File: src/hdl/rhsv_pkg.sv
// Shared types, widths and the divider step for the RGB to HSV converter.
// Depends on nothing; every other file of the block uses it.
`timescale 1ns / 1ps

package rhsv_pkg;

    localparam int unsigned CompW  = 8;              // width of a color component
    localparam int unsigned QuotW  = 8;              // width of each quotient
    localparam int unsigned DenW   = CompW + 3;      // holds 6 * spread
    localparam int unsigned NumW   = DenW + CompW;   // holds 255 * numerator
    localparam int unsigned QDepth = 2;              // entries in the decoupling queue

    // Partial state of one restoring division.
    typedef struct packed {
        logic [NumW-1:0]  rem;
        logic [DenW-1:0]  den;
        logic [QuotW-1:0] quo;
    } t_div;

    // One classified pixel, ready for the two divisions.
    typedef struct packed {
        t_div             hue;
        t_div             sat;
        logic [CompW-1:0] value;
    } t_work;

    // One restoring step: try to take den shifted by sh from the remainder.
    function automatic t_div div_step(t_div s, int unsigned sh);
        t_div             r;
        logic [NumW-1:0]  trial;
        r     = s;
        trial = NumW'(s.den) << sh;
        if (s.rem >= trial) begin
            r.rem     = s.rem - trial;
            r.quo[sh] = 1'b1;
        end
        return r;
    endfunction

endpackage

File: src/hdl/rhsv_rgb_if.sv
// Channel interfaces for RGB requests and HSV results.
// Depends on rhsv_pkg for the component width.
`timescale 1ns / 1ps

interface rhsv_rgb_if;
    logic                          valid;
    logic                          ready;
    logic [rhsv_pkg::CompW-1:0]    red;
    logic [rhsv_pkg::CompW-1:0]    green;
    logic [rhsv_pkg::CompW-1:0]    blue;
    modport source (output valid, red, green, blue, input ready);
    modport sink   (input valid, red, green, blue, output ready);
endinterface

interface rhsv_hsv_if;
    logic                          valid;
    logic                          ready;
    logic [rhsv_pkg::QuotW-1:0]    hue;
    logic [rhsv_pkg::QuotW-1:0]    saturation;
    logic [rhsv_pkg::CompW-1:0]    brightness;
    modport source (output valid, hue, saturation, brightness, input ready);
    modport sink   (input valid, hue, saturation, brightness, output ready);
endinterface

File: src/hdl/rgb_to_hsv_convert.sv
// Top level of the 8-bit RGB to HSV converter.
// Depends on rhsv_pkg, the channel interfaces, rhsv_front, rhsv_queue, rhsv_back.
//
//   Port     Direction  Carries
//   i_pix    in         red, green, blue (8 bits each)
//   o_hsv    out        hue, saturation, brightness (8 bits each)
//
// One pixel is taken every cycle while the output is not stalled. A result
// passes ten registers: the front register, the queue and eight divider
// stages, one quotient bit per stage.
// Reset is synchronous and clears only the valid bits, queue pointers and fill count.
// A stalled output freezes the divider pipeline; the queue and front
// register keep taking requests until they fill.
`timescale 1ns / 1ps

module rgb_to_hsv_convert (
    input  logic        i_clk,
    input  logic        i_rst_n,
    rhsv_rgb_if.sink    i_pix,
    rhsv_hsv_if.source  o_hsv
);

    logic            f_vld, f_rdy, q_vld, q_rdy;
    rhsv_pkg::t_work f_work, q_work;

    // Classification and operand forming.
    rhsv_front u_front (
        .i_clk   (i_clk),
        .i_rst_n (i_rst_n),
        .i_pix   (i_pix),
        .o_vld   (f_vld),
        .o_work  (f_work),
        .i_rdy   (f_rdy)
    );

    // Decoupling queue.
    rhsv_queue u_queue (
        .i_clk   (i_clk),
        .i_rst_n (i_rst_n),
        .i_vld   (f_vld),
        .i_work  (f_work),
        .o_rdy   (f_rdy),
        .o_vld   (q_vld),
        .o_work  (q_work),
        .i_rdy   (q_rdy)
    );

    // Divider pipeline.
    rhsv_back u_back (
        .i_clk   (i_clk),
        .i_rst_n (i_rst_n),
        .i_vld   (q_vld),
        .i_work  (q_work),
        .o_rdy   (q_rdy),
        .o_hsv   (o_hsv)
    );

endmodule

File: src/hdl/rhsv_front.sv
// Front end: accepts a pixel, finds max, min and sector, and forms the
// dividends and divisors. Depends on rhsv_pkg and rhsv_rgb_if.
`timescale 1ns / 1ps

module rhsv_front (
    input  logic                i_clk,
    input  logic                i_rst_n,
    rhsv_rgb_if.sink            i_pix,
    output logic                o_vld,
    output rhsv_pkg::t_work     o_work,
    input  logic                i_rdy
);

    logic [rhsv_pkg::CompW-1:0] mx, mn, dl;
    logic [rhsv_pkg::DenW-1:0]  hnum;
    rhsv_pkg::t_work            n_work;
    rhsv_pkg::t_work            r_work;
    logic                       r_vld;

    // Sector selection and numerator forming.
    always_comb begin
        logic [rhsv_pkg::CompW-1:0] r, g, b;
        r  = i_pix.red;
        g  = i_pix.green;
        b  = i_pix.blue;
        mx = (r > g) ? r : g;
        mx = (mx > b) ? mx : b;
        mn = (r < g) ? r : g;
        mn = (mn < b) ? mn : b;
        dl = mx - mn;
        if (mx == r) begin
            if (g >= b) hnum = rhsv_pkg::DenW'(g - b);
            else        hnum = rhsv_pkg::DenW'(6) * rhsv_pkg::DenW'(dl)
                               - rhsv_pkg::DenW'(b - g);
        end else if (mx == g) begin
            hnum = rhsv_pkg::DenW'(2) * rhsv_pkg::DenW'(dl)
                   + rhsv_pkg::DenW'(b) - rhsv_pkg::DenW'(r);
        end else begin
            hnum = rhsv_pkg::DenW'(4) * rhsv_pkg::DenW'(dl)
                   + rhsv_pkg::DenW'(r) - rhsv_pkg::DenW'(g);
        end

        // Times 255 as a shift and a subtract; a zero divisor becomes one
        // over a zero dividend, so gray and black give zero.
        n_work.value   = mx;
        n_work.hue.quo = '0;
        n_work.sat.quo = '0;
        if (dl == '0) begin
            n_work.hue.rem = '0;
            n_work.hue.den = rhsv_pkg::DenW'(1);
        end else begin
            n_work.hue.rem = (rhsv_pkg::NumW'(hnum) << 8) - rhsv_pkg::NumW'(hnum);
            n_work.hue.den = rhsv_pkg::DenW'(6) * rhsv_pkg::DenW'(dl);
        end
        if (mx == '0) begin
            n_work.sat.rem = '0;
            n_work.sat.den = rhsv_pkg::DenW'(1);
        end else begin
            n_work.sat.rem = (rhsv_pkg::NumW'(dl) << 8) - rhsv_pkg::NumW'(dl);
            n_work.sat.den = rhsv_pkg::DenW'(mx);
        end
    end

    assign i_pix.ready = !r_vld || i_rdy;

    // Output register toward the queue.
    always_ff @(posedge i_clk) begin
        if (!i_rst_n) begin
            r_vld <= 1'b0;
        end else if (i_pix.ready) begin
            r_vld <= i_pix.valid;
        end
        if (i_pix.valid && i_pix.ready) begin
            r_work <= n_work;
        end
    end

    assign o_vld  = r_vld;
    assign o_work = r_work;

endmodule

File: src/hdl/rhsv_queue.sv
// Two-entry queue that decouples the front end from the divider pipeline.
// Depends on rhsv_pkg.
`timescale 1ns / 1ps

module rhsv_queue (
    input  logic                i_clk,
    input  logic                i_rst_n,
    input  logic                i_vld,
    input  rhsv_pkg::t_work     i_work,
    output logic                o_rdy,
    output logic                o_vld,
    output rhsv_pkg::t_work     o_work,
    input  logic                i_rdy
);

    rhsv_pkg::t_work r_mem [rhsv_pkg::QDepth];
    logic            r_wp, r_rp;
    logic [1:0]      r_cnt;
    logic            wr, rd;

    assign o_rdy  = (r_cnt != 2'(rhsv_pkg::QDepth));
    assign o_vld  = (r_cnt != '0);
    assign o_work = r_mem[r_rp];
    assign wr     = i_vld && o_rdy;
    assign rd     = o_vld && i_rdy;

    // Pointers and fill count.
    always_ff @(posedge i_clk) begin
        if (!i_rst_n) begin
            r_wp  <= 1'b0;
            r_rp  <= 1'b0;
            r_cnt <= '0;
        end else begin
            if (wr) r_wp <= !r_wp;
            if (rd) r_rp <= !r_rp;
            r_cnt <= r_cnt + 2'(wr) - 2'(rd);
        end
    end

    // Entry storage.
    always_ff @(posedge i_clk) begin
        if (wr) r_mem[r_wp] <= i_work;
    end

endmodule

File: src/hdl/rhsv_back.sv
// Back end: two eight-stage restoring dividers, one quotient bit a stage.
// Depends on rhsv_pkg and rhsv_hsv_if.
`timescale 1ns / 1ps

module rhsv_back (
    input  logic                i_clk,
    input  logic                i_rst_n,
    input  logic                i_vld,
    input  rhsv_pkg::t_work     i_work,
    output logic                o_rdy,
    rhsv_hsv_if.source          o_hsv
);

    localparam int unsigned Last = rhsv_pkg::QuotW - 1;

    rhsv_pkg::t_work r_st  [rhsv_pkg::QuotW];
    logic            r_vld [rhsv_pkg::QuotW];
    logic            en;

    // The whole pipeline moves unless the last stage holds an untaken result.
    assign en    = !r_vld[Last] || o_hsv.ready;
    assign o_rdy = en;

    // Stage k settles quotient bit Last-k of both divisions.
    for (genvar k = 0; k < rhsv_pkg::QuotW; k++) begin : g_stage
        always_ff @(posedge i_clk) begin
            if (!i_rst_n) begin
                r_vld[k] <= 1'b0;
            end else if (en) begin
                if (k == 0) r_vld[k] <= i_vld;
                else        r_vld[k] <= r_vld[(k == 0) ? 0 : k-1];
            end
            if (en) begin
                if (k == 0) begin
                    r_st[k].hue   <= rhsv_pkg::div_step(i_work.hue, Last - k);
                    r_st[k].sat   <= rhsv_pkg::div_step(i_work.sat, Last - k);
                    r_st[k].value <= i_work.value;
                end else begin
                    r_st[k].hue   <= rhsv_pkg::div_step(r_st[(k == 0) ? 0 : k-1].hue,
                                                        Last - k);
                    r_st[k].sat   <= rhsv_pkg::div_step(r_st[(k == 0) ? 0 : k-1].sat,
                                                        Last - k);
                    r_st[k].value <= r_st[(k == 0) ? 0 : k-1].value;
                end
            end
        end
    end

    assign o_hsv.valid      = r_vld[Last];
    assign o_hsv.hue        = r_st[Last].hue.quo;
    assign o_hsv.saturation = r_st[Last].sat.quo;
    assign o_hsv.brightness = r_st[Last].value;

endmodule

File: src/flat_wrapper.sv
// flat-port wrapper written by rule: the top's interface ports become plain ports
module rgb_to_hsv_convert_flat 
  (i_clk, i_rst_n, i_pix_valid, i_pix_red, i_pix_green, i_pix_blue, i_pix_ready, o_hsv_valid, o_hsv_hue, o_hsv_saturation, o_hsv_brightness, o_hsv_ready);
  rhsv_rgb_if i_pix_i ();
  rhsv_hsv_if o_hsv_i ();
  input  logic i_clk;
  input  logic i_rst_n;
  input wire logic [$bits(i_pix_i.valid)-1:0] i_pix_valid;
  input wire logic [$bits(i_pix_i.red)-1:0] i_pix_red;
  input wire logic [$bits(i_pix_i.green)-1:0] i_pix_green;
  input wire logic [$bits(i_pix_i.blue)-1:0] i_pix_blue;
  output wire logic [$bits(i_pix_i.ready)-1:0] i_pix_ready;
  output wire logic [$bits(o_hsv_i.valid)-1:0] o_hsv_valid;
  output wire logic [$bits(o_hsv_i.hue)-1:0] o_hsv_hue;
  output wire logic [$bits(o_hsv_i.saturation)-1:0] o_hsv_saturation;
  output wire logic [$bits(o_hsv_i.brightness)-1:0] o_hsv_brightness;
  input wire logic [$bits(o_hsv_i.ready)-1:0] o_hsv_ready;
  assign i_pix_i.valid = i_pix_valid;
  assign i_pix_i.red = i_pix_red;
  assign i_pix_i.green = i_pix_green;
  assign i_pix_i.blue = i_pix_blue;
  assign i_pix_ready = i_pix_i.ready;
  assign o_hsv_valid = o_hsv_i.valid;
  assign o_hsv_hue = o_hsv_i.hue;
  assign o_hsv_saturation = o_hsv_i.saturation;
  assign o_hsv_brightness = o_hsv_i.brightness;
  assign o_hsv_i.ready = o_hsv_ready;
  rgb_to_hsv_convert u_core (.i_clk(i_clk), .i_rst_n(i_rst_n), .i_pix(i_pix_i), .o_hsv(o_hsv_i));
endmodule
File: config.mk
export PLATFORM = sky130hd
export DESIGN_NAME = rgb_to_hsv_convert_flat
export DESIGN_NICKNAME = d
export VERILOG_FILES = /design/src/hdl/rhsv_pkg.sv /design/src/hdl/rhsv_rgb_if.sv /design/src/hdl/rgb_to_hsv_convert.sv /design/src/hdl/rhsv_front.sv /design/src/hdl/rhsv_queue.sv /design/src/hdl/rhsv_back.sv /design/src/flat_wrapper.sv
export SDC_FILE = /design/constraint.sdc
export NUM_CORES = 1
export LEC_CHECK = 0
export ABC_CLOCK_PERIOD_IN_PS = 26300
export BUFFER_PORTS_ARGS = -buffer_cell sky130_fd_sc_hd__buf_2
export CORE_ASPECT_RATIO = 0.8
export CORE_MARGIN = 2
export CORE_UTILIZATION = 60
export DETAILED_ROUTE_END_ITERATION = 7
export GPL_TIMING_DRIVEN = 1
export PLACE_DENSITY = 0.81
export SLEW_MARGIN = 15
export SYNTH_ARGS = -nofsm -noshare
export SYNTH_HDL_FRONTEND = slang
export SYNTH_SLANG_ARGS = --single-unit
File: constraint.sdc
create_clock -name i_clk -period 26.3 [get_ports i_clk]
set_clock_uncertainty 0.05 [all_clocks]
set_input_delay 3.945 -clock i_clk [delete_from_list [all_inputs] [get_ports i_clk]]
set_output_delay 3.945 -clock i_clk [all_outputs]
set_load 0.03 [all_outputs]
After elaboration in Yosys (flattened, before gate mapping)
Memory sizes are Yosys's and may differ from the RTL's. A register that Yosys moved wholly into a read port is not among the register bits.
Index checks and enable logic that the tools add are counted.

storage, ports and cells
  flip-flop bits (word level) = 73
  bits in writable memories = 816
  input bits = 28
  output and inout port bits = 26
  word-level logic and storage cells = 176
  memories kept = 3

cells by class
  $add $sub $neg = 28
  multiply operators = 1
  order comparisons = 21
  eq/ne operators = 3
  mux-type cells = 89
  bitwise logic cells = 8
  reduce and logical (&&, ||, !) cells = 12

memory list
  name                  depth  bits a word  rd ports  clocked after Yosys merged registers in  write ports  line              text
  u_core.u_back.r_st    8      84           8         0                                        8            rhsv_back.sv:16   rhsv_pkg::t_work r_st [rhsv_pkg::QuotW];
  u_core.u_queue.r_mem  2      68           1         1                                        1            rhsv_queue.sv:16  rhsv_pkg::t_work r_mem [rhsv_pkg::QDepth];
  u_core.u_back.r_vld   8      1            8         0                                        8            rhsv_back.sv:17   logic r_vld [rhsv_pkg::QuotW];

operator list
  cell              count
  $mux 19           32
  $sub 19x11->19    3
  $mux 1            50
  $ge 19x11->1      2
  $ge 19x12->1      2
  $ge 19x13->1      2
  $ge 19x14->1      2
  $ge 19x15->1      2
  $ge 19x16->1      2
  $ge 19x17->1      2
  $ge 19x18->1      2
  $sub 19x12->19    2
  $sub 19x13->19    2
  $sub 19x14->19    2
  $sub 19x15->19    2
  $sub 19x16->19    2
  $sub 19x17->19    2
  $sub 19x18->19    2
  $mux 11           3
  $mux 8            4
  $sub 8x8->9       2
  $sub 16x8->17     1
  $eq 8x8->1        2
  $gt 8x8->1        2
  other kinds (18)  33

Depth between registers and ports, before layout
  word-level depth = 10
  mapped depth = 51

Cells and area by module
A second synthesis with hierarchy kept.

second synthesis, totals
  cells, all modules = 3456
  area total of the unflattened synthesis = 44032.2 um^2

by module, submodules not included
  module      times used  cells an instance  area an instance (um^2)  seq. area each (um^2)
  rhsv_back   1           2279               29854.9                  18607.8
  rhsv_front  1           886                7831.3                   1911.8
  rhsv_queue  1           291                6346.1                   5144.9

Worst setup path before layout
No wires, ideal clock.

  path kind = input-to-reg
  start point = input port o_hsv_ready
  end point = register u_core.u_queue.r_cnt[1]
  library setup time = 115 ps
  arrival time = 20469 ps
  path slack = 5666 ps
  cell stages on the path = 9
  buffers on the path = 1
  cell sequence = nand2b_1 -> clkbuf_1 -> o21a_1 -> ha_1 -> inv_1 -> ha_1 -> xnor2_1 -> xnor2_1 -> and2_1

on the way
  cells in the longest elaborated chain, start to end = 3

RTL lines
  what                    line                text
  start: declaration      flat_wrapper.sv:17  input wire logic [$bits(o_hsv_i.ready)-1:0] o_hsv_ready;
  $logic_or 1x1->1        rhsv_back.sv:21     assign en = !r_vld[Last] || o_hsv.ready;
  $logic_and 1x1->1       rhsv_queue.sv:25    assign rd = o_vld && i_rdy;
  net u_core.u_queue.rd   rhsv_queue.sv:19    logic wr, rd;
  $sub 2x1->2             rhsv_queue.sv:36    r_cnt <= r_cnt + 2'(wr) - 2'(rd);
  end signal: assignment  rhsv_queue.sv:36
  end: declaration        rhsv_queue.sv:18    logic [1:0] r_cnt;

The timed path passes the listed nets, and every way through them passes these cells.
A chain may end at the register's enable or synchronous reset.

Worst setup path in the final report
  start point = input port i_pix_red[0]
  end point = register u_core.u_front.r_work (netlist bit u_core.u_front.o_work[83]), data pin

on the way
  cells in the longest elaborated chain, start to end = 10

RTL lines
  what                                    line                                text
  start: declaration                      flat_wrapper.sv:9                   input wire logic [$bits(i_pix_i.red)-1:0] i_pix_red;
  $gt 8x8->1                              rhsv_front.sv:26                    mx = (r > g) ? r : g;
  $mux 8 (*)                              rhsv_front.sv:26
  $gt 8x8->1                              rhsv_front.sv:27                    mx = (mx > b) ? mx : b;
  $mux 8 (*)                              rhsv_front.sv:27
  net u_core.u_front.mx, one bit          rhsv_front.sv:14                    logic [rhsv_pkg::CompW-1:0] mx, mn, dl;
  $sub 8x8->8                             rhsv_front.sv:30                    dl = mx - mn;
  $mul 2x8->10 (tied with other cells)    rhsv_front.sv:33                    else hnum = rhsv_pkg::DenW'(6) * rhsv_pkg::DenW'(dl)
  $sub 11x11->11 (tied with other cells)  rhsv_front.sv:34                    - rhsv_pkg::DenW'(b - g);
  $mux 11 (on tied branches)              rhsv_front.sv:32, rhsv_front.sv:35
  $mux 11                                 rhsv_front.sv:31                    if (mx == r) begin
  $sub 19x11->19                          rhsv_front.sv:52                    n_work.hue.rem = (rhsv_pkg::NumW'(hnum) << 8) - rhsv_pkg::NumW'(hnum);
  end signal: assignment                  rhsv_front.sv:74                    r_work <= n_work;
  end: declaration                        rhsv_front.sv:17                    rhsv_pkg::t_work r_work;

The timed path passes the listed nets; every way through them passes the cells marked *.

==> flow_metrics.tcl <==
set metrics [dict create \
    outcome "finished clean" \
    place.gp.congestion 0.951 \
    area_growth_pct 8.51 \
    initial_core_util 0.610 \
    cts_buffers 70 \
    clk_transition_reported_paths_ns 0.07 \
    track_usage 0.239 \
    drtPass1Iterations 6 \
    finalMaxSlewViolations 0 \
    netlist_area_um2 38400 \
    cp_slowest_cell "nand2_1" \
    synth_edf_count 731 \
    crit_path_max_fanout 29 \
    slew_headroom 0.241 \
    vias 24150 \
    worst_pin_slew_ns 1.13 \
    drtIter0Drc 1907 \
    drt-wirelength-per-cell_um 19.1 \
    cp-end-kind "register" \
    antenna_found_initial 0 \
    num_rows 82 \
    vias_per_cell 5.88 \
    fin_crit_ns 15.10 \
    async_flop_share 0 \
    antennaDiodeCount 0 \
    numPortBuffers 53 \
    seq_area_frac_synth 0.575 \
    crit_type "input pin to register" \
    drive_gt1_frac 0.0826 \
    h-tree-depth 3 \
    sw_frac_of_total 0.388 \
    synth_top_flop_cell "edfxtp_1" \
    grt_pass1_vias 24384 \
    netlist_instances 3152 \
    synth_cell_types 94 \
    p_per_area_nw_per_um2 147 \
    power.switching_mw 2.39 \
    die-width_um 287 \
    core_area_um2 63000 \
    ant_nets 0 \
    seq_power_share 0.356 \
    setup_tns_ns 0 \
    hp-class "register to register" \
    place_area_um2 39500 \
    avgSynthCellArea_um2 12.2 \
    fp.dieArea_um2 66100 \
    cts_setup_buffers 0 \
    pin_count 54 \
    rsz0062_at_grt "no" \
    most-common-layout-cells "731 x edfxtp_1, 324 x inv_1, 240 x ha_1" \
    clockPowerShare 0.158 \
    max_stage_delay_ns 0.85 \
    cts_resized 0 \
    combPwrFrac 0.486 \
    die_h_um 230 \
    cts-root-buf "clkbuf_16" \
    crit_path_start_kind "input pin" \
    mostFrequentLayoutCell "edfxtp_1" \
    yosysWarnings 0 \
    required_ns 26.61 \
    numClockSinks 738 \
    hold_viol_final 0 \
    grt_pass1_wl_mm 125 \
    overflow 0 \
    reg2regPathDepth 18 \
    yosys_register_bits 738 \
    fin_crit_sh 0.574 \
    drt-total-wl_mm 78.5 \
    setup_viol 0 \
    hpwlAfterDp_mm 56.2 \
    nets 3518 \
    clock_latency_ns 0.61 \
    arrival_ns 15.40 \
    cts_tree "yes" \
    syn_nets 3455 \
    rrSetupSlack_ns 20.84 \
    route.detailed.drc 0 \
    fin_area_um2 41700 \
    hold_depth 0 \
    internal_power_mw 3.76 \
    ir_worst_vdd_uv 95.4 \
    grt_max_degree 101 \
    ctsLongestPathBuffers 3 \
    ctsHoldBuffers 0 \
    power_leakage_nw 16.7 \
    drv_cap 0 \
    fmax_mhz 66.2 \
]
-- state kept, by name, summed over array words and instances, names as in the netlist, named ones only --
register / flops
u_core.u_front.o_vld: 1
u_core.u_back.r_vld: 8
u_core.u_queue.r_wp: 1
u_core.u_back.r_st: 535
u_core.u_queue.r_rp: 1
u_core.u_queue.r_cnt: 2
u_core.u_queue.r_mem: 126
u_core.u_front.o_work: 63
-- synthesized netlist by cell type, drive strengths merged (23+ instances only) --
library cell,number,share of area
nor3,52,0.0069
and2,23,0.0037
fa,35,0.018
nor2,210,0.021
nor4,25,0.0041
mux2,51,0.015
o31ai,26,0.0051
nand2b,54,0.0088
ha,240,0.078
inv,328,0.032
mux2i,47,0.012
nand2,181,0.018
a21oi,190,0.025
nor2b,48,0.0078
nand3,45,0.0059
xor2,70,0.016
buf,46,0.0080
nand4,31,0.0052
clkbuf,35,0.0034
a21boi,24,0.0047
a21o,73,0.014
edfxtp,731,0.57
xnor2,150,0.035
o21ai,176,0.023
-- final cells by class --
type / count / area (µm²)
multi-input cells: 2004 / 14700
inverters: 329 / 1230
clock inverters: 45 / 404
fillers: 4302 / 21300
well taps: 840 / 1050
flip-flops and latches: 738 / 22100
repair buffers: 72 / 412
clock buffers: 80 / 1810
-- power groups by stage --
stage                     logic [mW]  registers [mW]  clock network (mW)
after floorplan                 2.28            2.11                   0
after global placement          2.80            2.17                   0
after detailed placement        2.91            2.20                   0
after CTS                       2.95            2.19               0.992
after global routing            3.32            2.23                1.04
final                           2.99            2.19               0.973
-- worst max-delay path: cells and delay by family --
family	cells	cell delay [ns]
buffers and inverters	6	0.96
AND/OR/NAND/NOR	10	2.58
XOR/XNOR	3	1.07
AO/OA/AOI/OAI	16	4.10
adder cells (fa/ha/maj)	8	2.74
-- per-stage QoR --
step	power, mW	utilization	hold slack (ns)	setup WS, ns	cells
2_1_floorplan	4.39	-	0.350	5.67	3152
3_3_place_gp	4.97	0.627	0.352	11.14	3983
3_5_place_dp	5.11	0.627	0.355	10.73	3983
4_1_cts	6.13	0.662	0.356	11.40	4108
5_1_grt	6.59	0.662	0.361	10.21	4108
6_report	6.15	0.662	0.351	11.20	4108
-- per-layer routing --
metal	up-vias	GRT usage	routed length (µm)
li1	11565	-	-
met1	11600	0.296	33100
met2	772	0.427	39500
met3	213	0.0329	3320
met4	0	0.0866	2670
met5	-	0	0
-- final timing paths --
path / startpoint / endpoint
worst max register to register: register / u_core.u_back.r_st[0][79]
worst min-delay path: u_core.u_back.r_st[0][6] / u_core.u_back.r_st[0][90]
worst max-delay path: i_pix_red[0] / u_core.u_front.o_work[83]
worst min register to register: u_core.u_back.r_st[0][6] / u_core.u_back.r_st[0][90]
-- logic make-up (layout without fill, tap and decap cells) --
| logic type | after synthesis | after routing | share of synthesized area |
|---|---|---|---|
| mux | 98 | 98 | 0.0273 |
| xor+xnor | 222 | 222 | 0.0519 |
| compound gates | 636 | 636 | 0.105 |
| buf+inv | 410 | 526 | 0.0435 |
| simple gates | 772 | 772 | 0.101 |
| fa+ha+maj | 276 | 276 | 0.0967 |
| flops | 738 | 738 | 0.575 |
Note: power is estimated with default switching activity, not from simulation.
